<file path="src/design/les_pkg.sv">
package les_pkg;

  // Coordinate width of the points and of the query words.
  localparam int CoordWidth  = 16;
  localparam int CoefAbWidth = CoordWidth + 1;
  localparam int CoefCWidth  = 2 * CoordWidth + 1;
  // Magnitudes handled by the gcd and divide unit.
  localparam int MagWidth    = CoefCWidth;
  localparam int ShiftWidth  = $clog2(MagWidth + 1);
  localparam int ProdWidth   = CoefAbWidth + CoordWidth;
  // Holds a*x + b*y + c without wrapping.
  localparam int AccWidth    = 2 * CoordWidth + 4;

  typedef enum logic [1:0] {
    CMD_DEFINE,
    CMD_MOVE,
    CMD_POINT,
    CMD_SEGMENT
  } les_cmd_e;

  typedef enum logic {
    OP_GCD,
    OP_DIV
  } les_op_e;

  typedef enum logic [3:0] {
    ST_IDLE,
    ST_PROD1,
    ST_PROD2,
    ST_CVAL,
    ST_GCD_AB,
    ST_GCD_C,
    ST_DIV_A,
    ST_DIV_B,
    ST_DIV_C,
    ST_SIDE_AX,
    ST_SIDE_BY,
    ST_SIDE_SUM,
    ST_SIDE_EVAL,
    ST_OUT
  } les_state_e;

  typedef struct packed {
    logic    start;
    les_op_e op;
  } les_req_t;

  typedef struct packed {
    logic busy;
    logic done;
  } les_stat_t;

endpackage

</file>
<file path="src/design/les_mul.sv">
module les_mul import les_pkg::*; (
  input  logic                        clk_i,
  input  logic signed [CoefAbWidth-1:0] mul_a_i,
  input  logic signed [CoordWidth-1:0]  mul_b_i,
  output logic signed [ProdWidth-1:0]   prod_o
);

  logic signed [ProdWidth-1:0] prod_q;

  always_ff @(posedge clk_i) begin
    prod_q <= mul_a_i * mul_b_i;
  end

  assign prod_o = prod_q;

endmodule

</file>
<file path="src/design/les_divgcd.sv">
module les_divgcd import les_pkg::*; (
  input  logic                clk_i,
  input  logic                rst_ni,
  input  les_req_t            req_i,
  input  logic [MagWidth-1:0] opa_i,
  input  logic [MagWidth-1:0] opb_i,
  output les_stat_t           stat_o,
  output logic [MagWidth-1:0] res_o
);

  logic                  busy_q, busy_d;
  logic                  done_q, done_d;
  les_op_e               op_q, op_d;
  logic [MagWidth-1:0]   u_q, u_d;
  logic [MagWidth-1:0]   v_q, v_d;
  logic [MagWidth-1:0]   rem_q, rem_d;
  logic [MagWidth-1:0]   res_q, res_d;
  logic [ShiftWidth-1:0] k_q, k_d;
  logic [ShiftWidth-1:0] cnt_q, cnt_d;

  logic [MagWidth:0]     sub_x;
  logic [MagWidth:0]     sub_y;
  logic [MagWidth+1:0]   diff;
  logic                  diff_neg;
  logic [MagWidth-1:0]   gcd_base;
  logic [MagWidth-1:0]   quo_next;

  // The one subtractor serves both the gcd compare and the divide trial.
  always_comb begin
    sub_y    = {1'b0, v_q};
    sub_x    = (op_q == OP_DIV) ? {rem_q, u_q[MagWidth-1]} : {1'b0, u_q};
    diff     = {1'b0, sub_x} - {1'b0, sub_y};
    diff_neg = diff[MagWidth+1];
    gcd_base = (u_q == '0) ? v_q : u_q;
    quo_next = {u_q[MagWidth-2:0], ~diff_neg};
  end

  always_comb begin
    busy_d = busy_q;
    done_d = 1'b0;
    op_d   = op_q;
    u_d    = u_q;
    v_d    = v_q;
    rem_d  = rem_q;
    res_d  = res_q;
    k_d    = k_q;
    cnt_d  = cnt_q;
    if (req_i.start) begin
      op_d   = req_i.op;
      u_d    = opa_i;
      v_d    = opb_i;
      rem_d  = '0;
      k_d    = '0;
      cnt_d  = '0;
      busy_d = 1'b1;
    end else if (busy_q) begin
      unique case (op_q)
        OP_GCD: begin
          // Binary gcd: strip common factors of two, then subtract odd values.
          priority if (u_q == '0 || v_q == '0) begin
            res_d  = gcd_base << k_q;
            busy_d = 1'b0;
            done_d = 1'b1;
          end else if (!u_q[0] && !v_q[0]) begin
            u_d = u_q >> 1;
            v_d = v_q >> 1;
            k_d = k_q + 1'b1;
          end else if (!u_q[0]) begin
            u_d = u_q >> 1;
          end else if (!v_q[0]) begin
            v_d = v_q >> 1;
          end else if (!diff_neg) begin
            u_d = diff[MagWidth-1:0];
          end else begin
            u_d = v_q;
            v_d = u_q;
          end
        end
        OP_DIV: begin
          // Restoring division; the quotient shifts into u as the dividend leaves.
          u_d   = quo_next;
          rem_d = diff_neg ? sub_x[MagWidth-1:0] : diff[MagWidth-1:0];
          cnt_d = cnt_q + 1'b1;
          if (cnt_q == ShiftWidth'(MagWidth - 1)) begin
            res_d  = quo_next;
            busy_d = 1'b0;
            done_d = 1'b1;
          end
        end
      endcase
    end
  end

  always_ff @(posedge clk_i or negedge rst_ni) begin
    if (!rst_ni) begin
      busy_q <= 1'b0;
      done_q <= 1'b0;
      op_q   <= OP_GCD;
    end else begin
      busy_q <= busy_d;
      done_q <= done_d;
      op_q   <= op_d;
    end
  end

  always_ff @(posedge clk_i) begin
    u_q   <= u_d;
    v_q   <= v_d;
    rem_q <= rem_d;
    res_q <= res_d;
    k_q   <= k_d;
    cnt_q <= cnt_d;
  end

  assign stat_o.busy = busy_q;
  assign stat_o.done = done_q;
  assign res_o       = res_q;

endmodule

</file>
<file path="src/design/line_equation_side_test_unit.sv">
// Keeps one line through two stored points as a*x + b*y + c = 0, with the three
// coefficients reduced by their nonnegative gcd; every word returned carries them.
// Items are taken one at a time, and the finished word waits in an output register
// so the next item can start meanwhile. A define or move runs two products on the
// shared multiplier, then the shared gcd/divide unit runs a binary gcd of |a| and
// |b|, a second gcd with |c| (one shift, subtract or swap per cycle), and three
// restoring divisions, each unit operation started by a request and closed by its
// done flag. Equal defining points skip the unit, give zero coefficients and set
// the degenerate flag.
module line_equation_side_test_unit import les_pkg::*; (
  input  logic                         clk_i,
  input  logic                         rst_ni,
  input  logic                         in_valid_i,
  output logic                         in_stall_o,
  input  logic [1:0]                   command_i,
  input  logic signed [CoordWidth-1:0] x_first_i,
  input  logic signed [CoordWidth-1:0] y_first_i,
  input  logic signed [CoordWidth-1:0] x_second_i,
  input  logic signed [CoordWidth-1:0] y_second_i,
  output logic                         out_valid_o,
  input  logic                         out_stall_i,
  output logic                         on_line_o,
  output logic                         crosses_o,
  output logic signed [CoefAbWidth-1:0] coef_a_o,
  output logic signed [CoefAbWidth-1:0] coef_b_o,
  output logic signed [CoefCWidth-1:0]  coef_c_o,
  output logic                         degenerate_o
);

  function automatic logic [CoordWidth-1:0] sat_coord(input logic [CoordWidth:0] v);
    logic [CoordWidth-1:0] lim;
    lim = {v[CoordWidth], {(CoordWidth-1){~v[CoordWidth]}}};
    return (v[CoordWidth] != v[CoordWidth-1]) ? lim : v[CoordWidth-1:0];
  endfunction

  function automatic logic [MagWidth-1:0] mag_ab(input logic [CoefAbWidth-1:0] v);
    logic [CoefAbWidth-1:0] m;
    m = v[CoefAbWidth-1] ? (~v + 1'b1) : v;
    return {{(MagWidth-CoefAbWidth){1'b0}}, m};
  endfunction

  function automatic logic [MagWidth-1:0] mag_c(input logic [CoefCWidth-1:0] v);
    return v[CoefCWidth-1] ? (~v + 1'b1) : v;
  endfunction

  les_state_e state_q, state_d;
  les_cmd_e   cmd_q, cmd_d;
  les_cmd_e   in_cmd;
  logic       in_accept;

  logic [CoordWidth-1:0]  xf_q, xf_d, yf_q, yf_d, xs_q, xs_d, ys_q, ys_d;
  logic [CoordWidth-1:0]  p1x_q, p1x_d, p1y_q, p1y_d, p2x_q, p2x_d, p2y_q, p2y_d;
  logic [CoefAbWidth-1:0] a_raw_q, a_raw_d, b_raw_q, b_raw_d;
  logic [CoefCWidth-1:0]  c_raw_q, c_raw_d;
  logic [MagWidth-1:0]    g_q, g_d;
  logic [CoefAbWidth-1:0] eq_a_q, eq_a_d, eq_b_q, eq_b_d;
  logic [CoefCWidth-1:0]  eq_c_q, eq_c_d;
  logic                   degen_q, degen_d;
  logic [AccWidth-1:0]    acc_q, acc_d;
  logic                   sel_q, sel_d;
  logic                   s0_zero_q, s0_zero_d, s0_neg_q, s0_neg_d;
  logic                   res_on_q, res_on_d, res_cross_q, res_cross_d;

  logic                   out_valid_q, out_valid_d;
  logic                   out_on_q, out_on_d, out_cross_q, out_cross_d;
  logic [CoefAbWidth-1:0] out_a_q, out_a_d, out_b_q, out_b_d;
  logic [CoefCWidth-1:0]  out_c_q, out_c_d;
  logic                   out_degen_q, out_degen_d;

  logic signed [CoefAbWidth-1:0] mul_a;
  logic signed [CoordWidth-1:0]  mul_b;
  logic signed [ProdWidth-1:0]   prod;
  logic [AccWidth-1:0]           prod_ext;
  logic [AccWidth-1:0]           c_diff;
  logic [CoordWidth-1:0]         px, py;
  logic                          acc_zero, acc_neg;
  logic                          out_free;

  les_req_t            unit_req;
  les_stat_t           unit_stat;
  logic [MagWidth-1:0] unit_opa, unit_opb, unit_res;
  logic                unit_go;

  les_mul u_mul (
    .clk_i   (clk_i),
    .mul_a_i (mul_a),
    .mul_b_i (mul_b),
    .prod_o  (prod)
  );

  les_divgcd u_divgcd (
    .clk_i  (clk_i),
    .rst_ni (rst_ni),
    .req_i  (unit_req),
    .opa_i  (unit_opa),
    .opb_i  (unit_opb),
    .stat_o (unit_stat),
    .res_o  (unit_res)
  );

  assign in_cmd     = les_cmd_e'(command_i);
  assign in_stall_o = (state_q != ST_IDLE);
  assign in_accept  = in_valid_i && !in_stall_o;
  assign out_free   = !out_valid_q || !out_stall_i;
  assign prod_ext   = {{(AccWidth-ProdWidth){prod[ProdWidth-1]}}, prod};
  assign c_diff     = acc_q - prod_ext;
  assign px         = sel_q ? xs_q : xf_q;
  assign py         = sel_q ? ys_q : yf_q;
  assign acc_zero   = (acc_q == '0);
  assign acc_neg    = acc_q[AccWidth-1];
  // Start the unit once on entry to a unit state; done rises in the same cycle that busy drops.
  assign unit_go    = !unit_stat.busy && !unit_stat.done;

  // Next state.
  always_comb begin
    state_d = state_q;
    unique case (state_q)
      ST_IDLE: begin
        if (in_accept) begin
          unique case (in_cmd)
            CMD_DEFINE, CMD_MOVE:  state_d = ST_PROD1;
            CMD_POINT, CMD_SEGMENT: state_d = ST_SIDE_AX;
          endcase
        end
      end
      ST_PROD1: state_d = ST_PROD2;
      ST_PROD2: state_d = ST_CVAL;
      ST_CVAL: begin
        state_d = (a_raw_q == '0 && b_raw_q == '0) ? ST_OUT : ST_GCD_AB;
      end
      ST_GCD_AB: if (unit_stat.done) state_d = ST_GCD_C;
      ST_GCD_C:  if (unit_stat.done) state_d = ST_DIV_A;
      ST_DIV_A:  if (unit_stat.done) state_d = ST_DIV_B;
      ST_DIV_B:  if (unit_stat.done) state_d = ST_DIV_C;
      ST_DIV_C:  if (unit_stat.done) state_d = ST_OUT;
      ST_SIDE_AX:  state_d = ST_SIDE_BY;
      ST_SIDE_BY:  state_d = ST_SIDE_SUM;
      ST_SIDE_SUM: state_d = ST_SIDE_EVAL;
      ST_SIDE_EVAL: begin
        state_d = (cmd_q == CMD_SEGMENT && !sel_q) ? ST_SIDE_AX : ST_OUT;
      end
      ST_OUT: if (out_free) state_d = ST_IDLE;
      default: state_d = ST_IDLE;
    endcase
  end

  // Datapath controls and register updates.
  always_comb begin
    cmd_d       = cmd_q;
    xf_d        = xf_q;
    yf_d        = yf_q;
    xs_d        = xs_q;
    ys_d        = ys_q;
    p1x_d       = p1x_q;
    p1y_d       = p1y_q;
    p2x_d       = p2x_q;
    p2y_d       = p2y_q;
    a_raw_d     = a_raw_q;
    b_raw_d     = b_raw_q;
    c_raw_d     = c_raw_q;
    g_d         = g_q;
    eq_a_d      = eq_a_q;
    eq_b_d      = eq_b_q;
    eq_c_d      = eq_c_q;
    degen_d     = degen_q;
    acc_d       = acc_q;
    sel_d       = sel_q;
    s0_zero_d   = s0_zero_q;
    s0_neg_d    = s0_neg_q;
    res_on_d    = res_on_q;
    res_cross_d = res_cross_q;
    out_valid_d = out_valid_q && out_stall_i;
    out_on_d    = out_on_q;
    out_cross_d = out_cross_q;
    out_a_d     = out_a_q;
    out_b_d     = out_b_q;
    out_c_d     = out_c_q;
    out_degen_d = out_degen_q;
    mul_a       = eq_a_q;
    mul_b       = px;
    unit_req    = '{start: 1'b0, op: OP_GCD};
    unit_opa    = mag_ab(a_raw_q);
    unit_opb    = mag_ab(b_raw_q);

    unique case (state_q)
      ST_IDLE: begin
        if (in_accept) begin
          cmd_d       = in_cmd;
          xf_d        = x_first_i;
          yf_d        = y_first_i;
          xs_d        = x_second_i;
          ys_d        = y_second_i;
          sel_d       = 1'b0;
          res_on_d    = 1'b0;
          res_cross_d = 1'b0;
          unique case (in_cmd)
            CMD_DEFINE: begin
              p1x_d = x_first_i;
              p1y_d = y_first_i;
              p2x_d = x_second_i;
              p2y_d = y_second_i;
            end
            CMD_MOVE: begin
              p1x_d = sat_coord({p1x_q[CoordWidth-1], p1x_q} +
                                {x_first_i[CoordWidth-1], x_first_i});
              p1y_d = sat_coord({p1y_q[CoordWidth-1], p1y_q} +
                                {y_first_i[CoordWidth-1], y_first_i});
              p2x_d = sat_coord({p2x_q[CoordWidth-1], p2x_q} +
                                {x_first_i[CoordWidth-1], x_first_i});
              p2y_d = sat_coord({p2y_q[CoordWidth-1], p2y_q} +
                                {y_first_i[CoordWidth-1], y_first_i});
            end
            CMD_POINT, CMD_SEGMENT: begin
            end
          endcase
        end
      end
      ST_PROD1: begin
        mul_a   = {p1x_q[CoordWidth-1], p1x_q};
        mul_b   = p2y_q;
        a_raw_d = {p1y_q[CoordWidth-1], p1y_q} - {p2y_q[CoordWidth-1], p2y_q};
        b_raw_d = {p2x_q[CoordWidth-1], p2x_q} - {p1x_q[CoordWidth-1], p1x_q};
      end
      ST_PROD2: begin
        mul_a = {p2x_q[CoordWidth-1], p2x_q};
        mul_b = p1y_q;
        acc_d = prod_ext;
      end
      ST_CVAL: begin
        c_raw_d = c_diff[CoefCWidth-1:0];
        if (a_raw_q == '0 && b_raw_q == '0) begin
          eq_a_d  = '0;
          eq_b_d  = '0;
          eq_c_d  = '0;
          degen_d = 1'b1;
        end
      end
      ST_GCD_AB: begin
        unit_req = '{start: unit_go, op: OP_GCD};
        if (unit_stat.done) g_d = unit_res;
      end
      ST_GCD_C: begin
        unit_req = '{start: unit_go, op: OP_GCD};
        unit_opa = g_q;
        unit_opb = mag_c(c_raw_q);
        if (unit_stat.done) g_d = unit_res;
      end
      ST_DIV_A: begin
        unit_req = '{start: unit_go, op: OP_DIV};
        unit_opb = g_q;
        if (unit_stat.done) begin
          eq_a_d = a_raw_q[CoefAbWidth-1] ? (~unit_res[CoefAbWidth-1:0] + 1'b1)
                                          : unit_res[CoefAbWidth-1:0];
        end
      end
      ST_DIV_B: begin
        unit_req = '{start: unit_go, op: OP_DIV};
        unit_opa = mag_ab(b_raw_q);
        unit_opb = g_q;
        if (unit_stat.done) begin
          eq_b_d = b_raw_q[CoefAbWidth-1] ? (~unit_res[CoefAbWidth-1:0] + 1'b1)
                                          : unit_res[CoefAbWidth-1:0];
        end
      end
      ST_DIV_C: begin
        unit_req = '{start: unit_go, op: OP_DIV};
        unit_opa = mag_c(c_raw_q);
        unit_opb = g_q;
        if (unit_stat.done) begin
          eq_c_d  = c_raw_q[CoefCWidth-1] ? (~unit_res + 1'b1) : unit_res;
          degen_d = 1'b0;
        end
      end
      ST_SIDE_AX: begin
        mul_a = eq_a_q;
        mul_b = px;
        acc_d = {{(AccWidth-CoefCWidth){eq_c_q[CoefCWidth-1]}}, eq_c_q};
      end
      ST_SIDE_BY: begin
        mul_a = eq_b_q;
        mul_b = py;
        acc_d = acc_q + prod_ext;
      end
      ST_SIDE_SUM: begin
        acc_d = acc_q + prod_ext;
      end
      ST_SIDE_EVAL: begin
        if (cmd_q == CMD_SEGMENT && !sel_q) begin
          s0_zero_d = acc_zero;
          s0_neg_d  = acc_neg;
          sel_d     = 1'b1;
        end else begin
          // A segment crosses when either end touches or the two signs differ.
          res_on_d    = (cmd_q == CMD_POINT) && acc_zero;
          res_cross_d = (cmd_q == CMD_SEGMENT) &&
                        (s0_zero_q || acc_zero || (s0_neg_q != acc_neg));
        end
      end
      ST_OUT: begin
        if (out_free) begin
          out_valid_d = 1'b1;
          out_on_d    = res_on_q;
          out_cross_d = res_cross_q;
          out_a_d     = eq_a_q;
          out_b_d     = eq_b_q;
          out_c_d     = eq_c_q;
          out_degen_d = degen_q;
        end
      end
      default: begin
      end
    endcase
  end

  always_ff @(posedge clk_i or negedge rst_ni) begin
    if (!rst_ni) begin
      state_q     <= ST_IDLE;
      out_valid_q <= 1'b0;
      p1x_q       <= '0;
      p1y_q       <= '0;
      p2x_q       <= '0;
      p2y_q       <= '0;
      eq_a_q      <= '0;
      eq_b_q      <= '0;
      eq_c_q      <= '0;
      degen_q     <= 1'b1;
      cmd_q       <= CMD_DEFINE;
      sel_q       <= 1'b0;
    end else begin
      state_q     <= state_d;
      out_valid_q <= out_valid_d;
      p1x_q       <= p1x_d;
      p1y_q       <= p1y_d;
      p2x_q       <= p2x_d;
      p2y_q       <= p2y_d;
      eq_a_q      <= eq_a_d;
      eq_b_q      <= eq_b_d;
      eq_c_q      <= eq_c_d;
      degen_q     <= degen_d;
      cmd_q       <= cmd_d;
      sel_q       <= sel_d;
    end
  end

  always_ff @(posedge clk_i) begin
    xf_q        <= xf_d;
    yf_q        <= yf_d;
    xs_q        <= xs_d;
    ys_q        <= ys_d;
    a_raw_q     <= a_raw_d;
    b_raw_q     <= b_raw_d;
    c_raw_q     <= c_raw_d;
    g_q         <= g_d;
    acc_q       <= acc_d;
    s0_zero_q   <= s0_zero_d;
    s0_neg_q    <= s0_neg_d;
    res_on_q    <= res_on_d;
    res_cross_q <= res_cross_d;
    out_on_q    <= out_on_d;
    out_cross_q <= out_cross_d;
    out_a_q     <= out_a_d;
    out_b_q     <= out_b_d;
    out_c_q     <= out_c_d;
    out_degen_q <= out_degen_d;
  end

  assign out_valid_o  = out_valid_q;
  assign on_line_o    = out_on_q;
  assign crosses_o    = out_cross_q;
  assign coef_a_o     = out_a_q;
  assign coef_b_o     = out_b_q;
  assign coef_c_o     = out_c_q;
  assign degenerate_o = out_degen_q;

endmodule
</file>
<file path="config.mk">
export PLATFORM = sky130hd
export DESIGN_NAME = line_equation_side_test_unit
export DESIGN_NICKNAME = d
export VERILOG_FILES = /design/src/design/les_pkg.sv /design/src/design/les_mul.sv /design/src/design/les_divgcd.sv /design/src/design/line_equation_side_test_unit.sv
export SDC_FILE = /design/constraint.sdc
export NUM_CORES = 2
export LEC_CHECK = 0
export ABC_AREA = 1
export BUFFER_PORTS_ARGS = -buffer_cell sky130_fd_sc_hd__buf_2
export CAP_MARGIN = 0
export CORE_AREA = 5 5 311 313
export DETAILED_ROUTE_END_ITERATION = 8
export DIE_AREA = 0 0 316 318
export PLACE_DENSITY_LB_ADDON = 0.15
export SLEW_MARGIN = 5
export SYNTH_ARGS = -nofsm -noshare
export SYNTH_HDL_FRONTEND = slang
export SYNTH_SLANG_ARGS = --single-unit
</file>
<file path="constraint.sdc">
create_clock -name clk_i -period 11 [get_ports clk_i]
set_clock_uncertainty 0.15 [all_clocks]
set_input_delay 3.3 -clock clk_i [delete_from_list [all_inputs] [get_ports clk_i]]
set_output_delay 3.3 -clock clk_i [all_outputs]
set_load 0.01 [all_outputs]
</file>
* Word level (Yosys, flattened, before mapping)
Cells that the tools add are included.
Cells by class: add/subtract/negate cells 16, multiply operators 1, eq/ne operators 41, shift-type cells 1, muxes and demuxes 85, bitwise operators 13, reduce and logical (&&, ||, !) cells 59
Operators with widths (number):
- two-way mux 33 bit | 23
- case mux 33 bit (2 select lines) | 4
- case mux 16 bit (2 select lines) | 4
- two-way mux 17 bit | 7
- case mux 36 bit (3 select lines) | 1
- case mux 33 bit (3 select lines) | 1
- two-way mux 16 bit | 6
- adder 16 x 16 -> 17 bit | 4
- case mux 17 bit (2 select lines) | 2
- adder 33 x 1 -> 33 bit (second input constant) | 2
- logical NOT 33 bit | 2
- NOT 33 bit | 2
- case mux 4 bit (14 select lines) | 1
- adder 17 x 1 -> 17 bit (second input constant) | 3
- NOT 17 bit | 3
- case mux 17 bit (3 select lines) | 1
- case mux 16 bit (3 select lines) | 1
- adder 36 bit | 1
- logical NOT 36 bit | 1
- subtractor 34 x 33 -> 35 bit | 1
- logical NOT 17 bit | 2
- two-way mux 34 bit | 1
- subtractor 16 x 16 -> 17 bit | 2
- multiplier 17 x 16 -> 33 bit | 1
- 38 further kinds | 140
Storage, ports and cells: bits in registers 594, output and inout port bits 72, logic and storage cells 259

* Logic depth before layout (Yosys ltp)
depth in word-level cells 10, depth in mapped cells 36, gate-level depth less buffers 35

* Cells and area by module
From an unflattened synthesis, not the netlist that was laid out.
Unflattened totals: cell total of the unflattened synthesis 7439, area total of the unflattened synthesis 53736.5 um2
Modules (own cells, without submodules):
- line_equation_side_test_unit | times used 1, cells each 4121, area an instance 30036.3 um2
- les_mul | times used 1, cells each 1597, area an instance 12142.9 um2
- les_divgcd | times used 1, cells each 1721, area an instance 11557.3 um2

* Least setup slack after synthesis
No wires, ideal clock.
path kind reg2reg, start point register state_q[0], end point register u_mul.prod_q[31], in the netlist u_mul.prod_o[31], setup time 72 ps, arrival 6786 ps, data required time 10778 ps, setup slack 3992 ps, cell stages (with the launch flop) 33, buffers on the path 2, period minus slack after synthesis 7008 ps, path through dfrtp_1 > inv_2 > nor2_2 > inv_2 > nor2_4 > a21oi_4 > inv_4 > buf_4 > nor2_1 > a31oi_2 > inv_2 > buf_2 > nor2_1 > fa_1 > fa_1 > inv_1 > fa_1 > inv_1 > fa_1 > fa_1 > inv_1 > fa_1 > inv_1 > ha_1 > nand2_1 > nor4_1 > nand3_1 > nand3_1 > nand3_1 > nand2_1 > nand2_1 > nand3b_1 > xor2_1
Between the ends: longest elaborated chain between the ends 3
Ends and longest elaborated chain:
- start: declaration | RTL line line_equation_side_test_unit.sv:46 | les_state_e state_q, state_d;
- start signal: assignment | RTL line line_equation_side_test_unit.sv:330 | state_q <= state_d;
- == test 4 bit, or another cell as far along | RTL line line_equation_side_test_unit.sv:185 | unique case (state_q)
- case mux 17 bit (3 select lines) / case mux 16 bit (3 select lines) (equally long branches) | RTL line line_equation_side_test_unit.sv:185
- multiplier 17 x 16 -> 33 bit (*) | RTL line les_mul.sv:11 | prod_q <= mul_a_i * mul_b_i;
- end signal: assignment | RTL line les_mul.sv:11
- end: declaration | RTL line les_mul.sv:8 | logic signed [ProdWidth-1:0] prod_q;
Mark *: on every way between the ends. The rest lies on a longest branch, timed or not. A chain may end at the register's enable or synchronous reset.

* Worst setup path in the final report
Ends and elaborated chain as after synthesis.

==> impl_metrics.tcl <==
set metrics [dict create \
    coreArea_um2 94000 \
    mostFrequentLayoutCells "1421 x nand2_1, 925 x inv_1, 626 x nor2_1" \
    grt_max_degree 83 \
    cts_buffer_depth 3 \
    die_height_um 318 \
    final_hold_viol_count 0 \
    clock_latency_ns 0.66 \
    tns_ns 0 \
    outcome "completed" \
    yosys.cell_types.count 73 \
    overflow 0 \
    pin_count 142 \
    avgRoutedWirePerCell_um 23.2 \
    antenna_found_initial 7 \
    cp.arrival_ns 9.03 \
    reg2regPathDepth 30 \
    setup_violations 0 \
    r2r_start "state_q[0]" \
    max_clock_freq_ghz 0.116 \
    grt_first_pass_wirelength_um 277000 \
    rsz0062_at_grt "false" \
    routed_via_density 5.93 \
    ctsHoldBuffers 0 \
    synthTopCellsByArea "edfxtp_1 22%, fa_1 11%, nand2_1 10%" \
    layout_commonest_cell "nand2_1" \
    hp-start "eq_c_q[9]" \
    startpoint "state_q[0]" \
    synth_top_area_share_pct 21.9 \
    cts_root_buf "clkbuf_16" \
    ant_nets 0 \
    synth-seq-cells 594 \
    drtIter0Drc 5085 \
    slew-limit-headroom_pct 14.8 \
    tightest_slew_ns 1.28 \
    fin_crit_ns 8.60 \
    nFillCells 8818 \
    endpoint "u_mul.prod_o[31]" \
    synthCells 6596 \
    cts-buffers-inserted 71 \
    max_stage_delay_ns 0.84 \
    clock-sinks 594 \
    h-tree-depth 3 \
    clk_pin_slew_ns 0.07 \
    cts-resized-gates 0 \
    start_kind "flip-flop" \
    finalNetCount 7257 \
    worstSetupPathType "flip-flop to flip-flop" \
    first_pass_iters 8 \
    worst_setup_path_end_kind "flip-flop" \
    synth.cell_area_um2 51200 \
    dpl.hpwl_um 143000 \
    r2r_slack_ns 2.40 \
    cts_setup_buffers 0 \
    grt_pass1_vias 45486 \
    cp_slowest_cell "fa_1" \
    port_buffers 141 \
    maxSlewViolCount 0 \
    cts_tree "yes" \
    holdCritPathClass "flip-flop to flip-flop" \
    ys_warn_count 0 \
    fin_crit_sh_pct 78.2 \
    worst-path-max-fanout 55 \
    gp_congestion 0.990 \
    synth-async-reset-ratio_pct 24.1 \
    crit_top_cell "fa_1" \
    groute.usage.overall_pct 35.9 \
    yosysTopAreaCell "edfxtp_1" \
    cap_violations 0 \
    die_w_um 316 \
    drc_errors 0 \
    routed_wl_um 184000 \
    ys_seq_area_share_pct 31.9 \
    synthFlopType "edfxtp_1" \
    required_ns 11.44 \
    layout-drive-gt1-share_pct 6.47 \
    vias 47112 \
    synth_edf_count 373 \
    rows 113 \
    initial_core_util_pct 54.4 \
    syn2layout_area_growth_pct 8.25 \
    synth.avg_cell_area_um2 7.76 \
    worstReg2RegEnd "u_mul.prod_o[31]" \
    dieArea_um2 100000 \
    syn_nets 7238 \
]
==> flip-flops by register name, summed over array words and instances, names as in the netlist, 17 cells and up <==
name,flops
coef_c_o,33
coef_b_o,17
b_raw_q,17
u_divgcd.v_q,33
a_raw_q,17
acc_q,36
u_divgcd.res_o,33
u_mul.prod_o,33
u_divgcd.rem_q,33
c_raw_q,33
g_q,33
eq_c_q,33
u_divgcd.u_q,33
eq_a_q,17
coef_a_o,17
eq_b_q,17
==> cell type report <==
cell class / count / area [µm²] / share of cell area [%]
flip-flops and latches: 594 / 16300 / 29.5
repair buffers: 190 / 1080 / 1.95
diodes: 2 / 5.00 / 0.00904
well taps: 1265 / 1580 / 2.86
clock buffers: 87 / 1970 / 3.56
clock inverters: 45 / 518 / 0.935
multi-input cells: 4776 / 30200 / 54.5
inverters: 982 / 3690 / 6.66
==> Yosys cell counts (7+ instances only) <==
master and count:
a211oi_1 24, a21boi_0 21, a21o_1 14, a21oi_1 363, a221oi_1 17, a22o_1 7
a22oi_1 18, a31oi_1 61, a31oi_2 12, a32o_1 8, buf_1 21, buf_2 68
clkbuf_1 151, dfrtp_1 142, dfxtp_1 78, edfxtp_1 373, fa_1 285, ha_1 287
inv_1 926, inv_2 51, nand2_1 1421, nand3_1 360, nand3b_1 7, nand4_1 78
nor2_1 634, nor2_2 11, nor2_4 7, nor3_1 49, nor4_1 29, o2111ai_1 10
o211ai_1 52, o21a_1 30, o21ai_0 481, o21ai_1 63, o21bai_1 16, o221ai_1 24
o22ai_1 57, o31ai_1 23, or2_2 15, xnor2_1 71, xor2_1 181
==> metal layers <==
layer | part of all wire, % | track usage [%] | wire length, µm | up-vias
met1 | 41 | 48.4 | 75500 | 22523
met2 | 45 | 56.5 | 82500 | 2271
li1 | - | - | - | 21858
met3 | 8.1 | 5.79 | 14800 | 456
met4 | 6.1 | 17.9 | 11300 | 4
met5 | 0.015 | 0 | 27 | -
==> critical path: cells and delay by family, from the launching register on <==
family	cells	cell delay [ns]
fa+ha+maj	7	3.73
simple gates	12	2.35
buf+inv	8	1.15
compound gates	2	0.50
flops	1	0.44
xor+xnor	1	0.16
==> metrics by stage <==
step	setup slack, ns	cell area (µm²)	hold slack (ns)	utilization, %	std cells
after floorplan	3.99	51200	0.250	-	6596
after global placement	2.69	52900	0.277	56.2	7807
after detailed placement	2.50	52900	0.284	56.2	7807
after CTS	2.45	55400	0.296	58.9	7939
after global routing	1.84	55400	0.308	58.9	7939
final	2.40	55400	0.299	58.9	7941
==> worst min path at each step <==
stage / end / slack [ns] / cells past startpoint
2_1_floorplan: crosses_o / 0.25 / 0
3_3_place_gp: coef_b_o[0] / 0.28 / 0
3_5_place_dp: coef_c_o[9] / 0.28 / 0
4_1_cts: coef_c_o[9] / 0.30 / 0
5_1_grt: coef_c_o[10] / 0.31 / 0
6_report: coef_c_o[9] / 0.30 / 0
==> kinds of logic (layout without fill, tap and decap cells) <==
family	Yosys count	in the layout	synth area share, %
simple gates	2627	2627	21.2
xor+xnor	252	252	4.31
buf+inv	1226	1304	9.19
other cells	0	2	0
flops	594	594	31.9
compound gates	1325	1325	15.2
fa+ha+maj	572	572	18.2
Power is left out: the tool's default activity adds up to more than one toggle a clock period on the data nets, which glitch-free logic cannot reach.
